**src/sv/bbe_pkg.sv**
```systemverilog
// bbe_pkg: shared sizes, register indexes and reset values for the edge-aware 3x3 box blur
// used by box_blur_3x3_edge_aware and bbe_div
// no dependencies
package bbe_pkg;

   // frame geometry limits
   localparam int MAX_WIDTH   = 1024;
   localparam int MAX_HEIGHT  = 4096;
   localparam int STORE_DEPTH = 3 * MAX_WIDTH;

   // field and counter widths
   localparam int COL_W    = 10;
   localparam int ROW_W    = 12;
   localparam int FW_W     = 11;
   localparam int FH_W     = 13;
   localparam int SLOT_W   = 2;
   localparam int ADDR_W   = 12;
   localparam int PIX_CH_W = 8;
   localparam int SUM_W    = 12;
   localparam int CNT_W    = 4;

   // rounding divider: (2*sum + count) / (2*count)
   localparam int DIV_NUM_W  = 13;
   localparam int DIV_DEN_W  = 5;
   localparam int DIV_STEP_W = 4;
   localparam logic [DIV_STEP_W-1:0] DIV_LAST_STEP = DIV_STEP_W'(DIV_NUM_W - 1);

   // configuration port
   localparam int CSR_INDEX_W = 1;
   localparam int CSR_DATA_W  = 13;
   localparam logic [CSR_INDEX_W-1:0] CSR_FRAME_WIDTH  = 1'b0;
   localparam logic [CSR_INDEX_W-1:0] CSR_FRAME_HEIGHT = 1'b1;

   // register reset values
   localparam logic [FW_W-1:0] FW_RESET = 11'd640;
   localparam logic [FH_W-1:0] FH_RESET = 13'd480;

endpackage

```
**src/sv/bbe_div.sv**
```systemverilog
// bbe_div: one-bit-per-cycle restoring divider for the rounded channel mean
// depends on bbe_pkg for operand widths
module bbe_div import bbe_pkg::*; (
   input  logic                 clock,
   input  logic                 reset,
   input  logic                 start,
   input  logic [DIV_NUM_W-1:0] num,
   input  logic [DIV_DEN_W-1:0] den,
   output logic                 done,
   output logic [PIX_CH_W-1:0]  quot
);

   logic                  busy_ff;
   logic                  done_ff;
   logic [DIV_STEP_W-1:0] step_ff;
   logic [DIV_NUM_W-1:0]  num_ff;
   logic [DIV_DEN_W-1:0]  den_ff;
   logic [DIV_DEN_W-1:0]  rem_ff;
   logic [PIX_CH_W-1:0]   quot_ff;

   logic [DIV_DEN_W:0]    rem_sh;
   logic                  fits;
   logic [DIV_DEN_W:0]    rem_in;

   // one quotient bit per cycle
   always_comb begin
      rem_sh = {rem_ff, num_ff[DIV_NUM_W-1]};
      fits   = rem_sh >= {1'b0, den_ff};
      rem_in = fits ? (rem_sh - {1'b0, den_ff}) : rem_sh;
   end

   always_ff @(posedge clock) begin
      if (reset) begin
         busy_ff <= 1'b0;
         done_ff <= 1'b0;
         step_ff <= '0;
      end else begin
         done_ff <= 1'b0;
         if (start) begin
            busy_ff <= 1'b1;
            step_ff <= DIV_LAST_STEP;
         end else if (busy_ff) begin
            step_ff <= step_ff - 1'b1;
            if (step_ff == '0) begin
               busy_ff <= 1'b0;
               done_ff <= 1'b1;
            end
         end
      end
   end

   // datapath, no reset needed
   always_ff @(posedge clock) begin
      if (start) begin
         num_ff  <= num;
         den_ff  <= den;
         rem_ff  <= '0;
         quot_ff <= '0;
      end else if (busy_ff) begin
         num_ff  <= {num_ff[DIV_NUM_W-2:0], 1'b0};
         rem_ff  <= rem_in[DIV_DEN_W-1:0];
         quot_ff <= {quot_ff[PIX_CH_W-2:0], fits};
      end
   end

   assign done = done_ff;
   assign quot = quot_ff;

endmodule

```
**config.mk**
```make
export PLATFORM = sky130hd
export DESIGN_NAME = bbe_div
export DESIGN_NICKNAME = d
export VERILOG_FILES = /design/src/sv/bbe_pkg.sv /design/src/sv/bbe_div.sv
export SDC_FILE = /design/constraint.sdc
export NUM_CORES = 1
export LEC_CHECK = 0
export ABC_AREA = 1
export BUFFER_PORTS_ARGS = -buffer_cell sky130_fd_sc_hd__clkbuf_2
export CAP_MARGIN = 40
export CORE_ASPECT_RATIO = 1.1
export CORE_MARGIN = 3
export CORE_UTILIZATION = 25
export CTS_BUF_LIST = sky130_fd_sc_hd__clkbuf_16
export CTS_CLUSTER_SIZE = 40
export DETAILED_ROUTE_END_ITERATION = 10
export HOLD_SLACK_MARGIN = 0.03
export MAX_ROUTING_LAYER = met4
export PLACE_DENSITY = 0.41
export SYNTH_ARGS = -nofsm -noshare
export SYNTH_HDL_FRONTEND = slang
export SYNTH_SLANG_ARGS = --single-unit
```
**constraint.sdc**
```tcl
create_clock -name clock -period 1.6 [get_ports clock]
set_input_delay 0.16 -clock clock [delete_from_list [all_inputs] [get_ports clock]]
set_output_delay 0.16 -clock clock [all_outputs]
set_load 0.02 [all_outputs]
```
Word level (Yosys, flattened, before mapping) --
Cells that the tools add are included.
Storage, ports and cells: bits in registers 37, output and inout port bits 9, logic and storage cells 25
Cells by class: $add $sub $neg 2, order comparisons 1, multiplexer cells 9, bitwise logic cells 1, reductions and logical operators 4
Operators by type and width (number):
- $mux 13 | 2
- $mux 4 | 2
- $ge 6x5->1 | 1
- $mux 5 | 1
- $sub 5x5->5 | 1
- $logic_not 4->1 | 1
- $mux 1 | 4
- $sub 4x1->4 const B | 1
- $reduce_or 3->1 | 1
- $reduce_bool 2->1 | 1
- $reduce_or 2->1 | 1
- $not 1->1 | 1

Longest topological paths before layout --
depth in word-level cells 4, mapped depth 13

Least setup slack after synthesis --
OpenSTA, ideal clock, no wires.
path type reg2reg, start point register num_ff[12], end point register rem_ff[1], library setup time 0.113 ns, arrival 1.501 ns, slack -0.014 ns, cell stages (with the launch flop) 13, cells stage by stage edfxtp_1 inv_1 ha_1 inv_1 fa_1 inv_1 nand2_1 inv_1 nor2_2 nor2_4 nand2_1 nand3_1 nand2_1
On the way: cells in the longest elaborated chain, start to end 2, elaborated cells on any way between the ends 3, those cells by class 1 x add/sub; 1 x order compare; 1 x mux
RTL lines:
- start: declaration | line bbe_div.sv:16 | logic [DIV_NUM_W-1:0] num_ff;
- start signal: assignment | line bbe_div.sv:55 | num_ff <= num;
- start signal: assignment | line bbe_div.sv:60 | num_ff <= {num_ff[DIV_NUM_W-2:0], 1'b0};
- $sub 5x5->5 or $ge 6x5->1 (tied branches) | line bbe_div.sv:29, bbe_div.sv:28
- $mux 5 * | line bbe_div.sv:29 | rem_in = fits ? (rem_sh - {1'b0, den_ff}) : rem_sh;
- end signal: assignment | line bbe_div.sv:61 | rem_ff <= rem_in[DIV_DEN_W-1:0];
- end: declaration | line bbe_div.sv:18 | logic [DIV_DEN_W-1:0] rem_ff;
Every way passes the cells marked *; elsewhere a longest branch is shown, timed or not. A chain may end at the register's enable or synchronous reset.

Final worst setup path --
start point register num_ff[12], end point register quot_ff[0] (netlist: quot[0])
On the way: cells in the longest elaborated chain, start to end 1
RTL lines:
- $ge 6x5->1 | line bbe_div.sv:28 | fits = rem_sh >= {1'b0, den_ff};
- end signal: assignment | line bbe_div.sv:62 | quot_ff <= {quot_ff[PIX_CH_W-2:0], fits};
- end: declaration | line bbe_div.sv:19 | logic [PIX_CH_W-1:0] quot_ff;
Every way passes these cells.

==> results_tabular.tex <==
\begin{tabular}{lr}
\hline
Metric & Value \\
\hline
\multicolumn{2}{l}{\textbf{Status}} \\
\quad Run status & complete, but fails checks \\
\quad Violations in the final reports & setup timing \\
\multicolumn{2}{l}{\textbf{Place}} \\
\quad Placer congestion estimate & 0.813 \\
\quad Placed cell count & 317 \\
\quad Count of buffers from port buffering & 29 \\
\quad Hpwl dp & around 2600 um \\
\multicolumn{2}{l}{\textbf{Timing}} \\
\quad Final critical-path share of the clock period & 1.11 \\
\quad Unrepaired setup endpoints after global routing & yes \\
\quad Transition time at the pin with the least slew margin & 441 ps \\
\quad Final hold violations & 0 \\
\quad Remaining max-slew budget at the tightest pin & 0.706 \\
\quad Setup slack of the critical path after layout & -178 ps \\
\quad Peak clock frequency supported by timing & between 500 and 600 MHz \\
\quad Total negative slack & -846 ps \\
\quad Number of setup violations in the final report & 6 \\
\quad Final worst clock skew & 3.52 ps \\
\quad Final number of max-transition violations & 0 \\
\quad Worst hold margin & 57.9 ps \\
\quad Minimum clock period & between 1500 and 2000 ps \\
\multicolumn{2}{l}{\textbf{Critical path}} \\
\quad CP bufs+invs & 5 \\
\quad Critical Path RT & roughly 1800 ps \\
\quad Worst-path maximum fanout & 6 \\
\quad Type of destination of the critical path & flip-flop \\
\quad Kind of cell adding the most delay to the critical path & adder cells \\
\quad Ordered list of cells on the worst path & inv\_1, ha\_2, inv\_2, fa\_2, inv\_2, nand2\_2, inv\_2, nor2\_2, nor2\_4, buf\_4, o22ai\_1 \\
\quad CP dominant cell by count & inv\_2 \\
\quad Highest-delay cell along the critical path & fa\_2 \\
\quad Critical Path Start Type & flip-flop \\
\quad CP Class & flip-flop to flip-flop \\
\quad Delay of the slowest cell on the worst path & between 400 and 500 ps \\
\quad Arr. time, crit path & 1940 ps \\
\multicolumn{2}{l}{\textbf{Synth}} \\
\quad Mapped Nets & between 200 and 250 \\
\quad Netlist area before placement & 0.00175 sq mm \\
\quad Post-Syn Area per Cell & 8.51 sq um \\
\quad Yosys warns & 0 \\
\quad Distinct cells, synth & 27 \\
\quad Sequential area share after synthesis & 0.525 \\
\quad Flop and latch count out of synthesis & 37 \\
\quad Gate Count Post-Synth & 206 \\
\multicolumn{2}{l}{\textbf{Routing}} \\
\quad Antenna violation net count after detailed routing & 0 \\
\quad Initial DRC count & 40 \\
\quad Post-detailed-route DRC marker count & 0 \\
\quad Detail-routed via count per cell & roughly 4.2 \\
\quad Total Routed Length & 3440 um \\
\quad DR pass1 iterations & 4 \\
\quad WL per Instance & 10.5 um \\
\quad Vias post-DR & 1378 \\
\multicolumn{2}{l}{\textbf{Floorplanning}} \\
\quad Chip Width & about 86 um \\
\quad DIE HEIGHT & 93.8 um \\
\quad Total die area & 0.00805 sq mm \\
\quad Effective utilization at floorplan & 0.261 \\
\quad Area of the core & 0.00671 sq mm \\
\quad Cell row count & 31 \\
\quad Top-Level Pins & 30 \\
\multicolumn{2}{l}{\textbf{Final layout}} \\
\quad Final net count & between 200 and 300 \\
\quad Most frequent standard cell in the layout excluding fill and tap cells & nand2\_1 \\
\quad Fin cells & roughly 330 \\
\quad Post-synthesis to final-layout area growth & 26.8\% \\
\quad Antenna diode count & 0 \\
\quad Fraction of layout instances using a drive strength above 1 & 0.260 \\
\quad Highest-count cells in the layout ignoring fill and taps & nand2\_1, inv\_1, clkbuf\_2, dfxtp\_1, edfxtp\_1 \\
\multicolumn{2}{l}{\textbf{Power and ir drop}} \\
\quad Sw Share & 0.236 \\
\quad Leakage power summed over all cells & 1.08 nW \\
\quad Worst-case vdd ir drop & $\sim$530 uV \\
\quad Sequential share of power & 0.435 \\
\quad Power spent charging and discharging nets & 0.000597 W \\
\quad Power share of the combinational group & 0.136 \\
\quad Relative contribution of the clock network to total power & 0.429 \\
\quad Power per cell area & around 1100 mW/mm\^{}2 \\
\quad Cell internal pwr & 0.00193 W \\
\multicolumn{2}{l}{\textbf{Clock tree}} \\
\quad Clock insertion delay at the later pin of the skew report & approximately 270 ps \\
\quad CTS tree & done \\
\quad Clock Sinks & 37 \\
\quad Total CTS buffers & 5 \\
\quad Clock root buffer master & clkbuf\_16 \\
\quad Reg clk slew, reported paths & 60 ps \\
\quad Htree depth & 2 \\
\quad Maximum number of buffers from clock root to sink & 2 \\
\multicolumn{2}{l}{\textbf{Global routing}} \\
\quad Via count of the first global-routing pass & 1340 \\
\quad Number of antenna violations at the first check in global routing & 0 \\
\quad GRT Util Overall & 0.0963 \\
\quad First-pass GRT wire length & approximately 6000 um \\
\quad Congestion Overflow GR & 0 \\
\quad Largest net degree at the start of global routing & 22 \\
\multicolumn{2}{l}{\textbf{Worst hold path}} \\
\quad Path type of the worst min-delay path & input pin to flip-flop \\
\multicolumn{2}{l}{\textbf{Flow run}} \\
\quad Max Cap Viol & 0 \\
\hline
\end{tabular}
sequential cells by signal, summed over array words and instances, names as in the netlist:
name,cells
num_ff,13
quot,8
den_ff,5
rem_ff,5
step_ff,4
busy_ff,1
done,1
per-layer routing:
| layer | share of wire | routed length (um) | track usage | up-vias |
|---|---|---|---|---|
| met5 | 0 | 0 | - | - |
| met4 | 0.018 | 61 | 0.0396 | 0 |
| met3 | 0.047 | 160 | 0.0316 | 6 |
| met2 | 0.46 | 1590 | 0.151 | 28 |
| met1 | 0.47 | 1630 | 0.114 | 616 |
| li1 | - | - | - | 728 |
through the flow:
stage                     total power (W)  setup slack, ps   util  cell area [sq um]
final                             0.00253             -178  0.331               2220
after global routing              0.00267             -287  0.331               2220
after CTS                         0.00255             -102  0.325               2180
after detailed placement          0.00144            -93.7  0.301               2020
after global placement            0.00145            -74.2  0.301               2020
after floorplan                   0.00134             47.0      -               1760
Yosys cell counts, drive strengths merged:
master,n,area share
o22ai,7,0.025
a21boi,1,0.0064
o211ai,1,0.0043
nand2,81,0.17
a21oi,2,0.0057
xor2,1,0.0050
a31oi,1,0.0036
dfxtp,19,0.22
buf,3,0.010
nand3,10,0.031
o21ai,3,0.0086
nor2,13,0.053
inv,36,0.079
edfxtp,18,0.31
ha,7,0.050
a211oi,1,0.0043
nor3,1,0.0029
fa,1,0.011
cell type report:
type	instances	area (sq um)
multi-input cells	130	697
well taps	82	103
repair buffers	35	203
clock inverters	3	37.5
clock buffers	5	125
flip-flops and latches	37	921
inverters	36	138
fillers	720	4490
what timing repair did:
action	4_1_cts	5_1_grt
gates resized for setup	1	8
endpoints found under the setup margin	5	6
pin swaps	1	13
hold buffers	0	0
buffers inserted	0	3
endpoints found under the hold margin	0	0
path summary, 6_finish.rpt:
path,startpoint,to,slack [ps],cells past startpoint
max,num_ff[12]$_DFFE_PP_,quot[0]$_SDFFE_PP0P_,-180,11
min,den[2],den_ff[2]$_DFFE_PP_,60,1
max reg2reg,num_ff[12]$_DFFE_PP_,quot[0]$_SDFFE_PP0P_,-180,11
min reg2reg,quot[7]$_SDFFE_PP0P_,quot[7]$_SDFFE_PP0P_,460,2
power by group through the flow:
stage | sequential [W] | combinational, W | clock [W]
after floorplan | 0.00111 | 0.000228 | 0
after global placement | 0.00112 | 0.000328 | 0
after detailed placement | 0.00112 | 0.000323 | 0
after CTS | 0.00110 | 0.000326 | 0.00113
after global routing | 0.00111 | 0.000401 | 0.00116
final | 0.00110 | 0.000344 | 0.00108
cell families (layout without fill, tap and decap cells):
| family | count (synthesis) | count (layout) | share of synthesized area |
|---|---|---|---|
| AND/OR/NAND/NOR | 105 | 105 | 0.262 |
| buffers and inverters | 39 | 79 | 0.0885 |
| flip-flops | 37 | 37 | 0.525 |
| AO/OA/AOI/OAI | 16 | 16 | 0.0578 |
| adder cells (fa/ha/maj) | 8 | 8 | 0.0614 |
| XOR/XNOR | 1 | 1 | 0.00500 |
worst register-to-register path, cell delays in order, from the launching register on:
cell and delay (ps):
edfxtp_1 380, inv_1 70, ha_2 160, inv_2 50
fa_2 410, inv_2 70, nand2_2 50, inv_2 50
nor2_2 40, nor2_4 180, buf_4 150, o22ai_1 50
No activity file was read; power rests on OpenSTA's default activity.
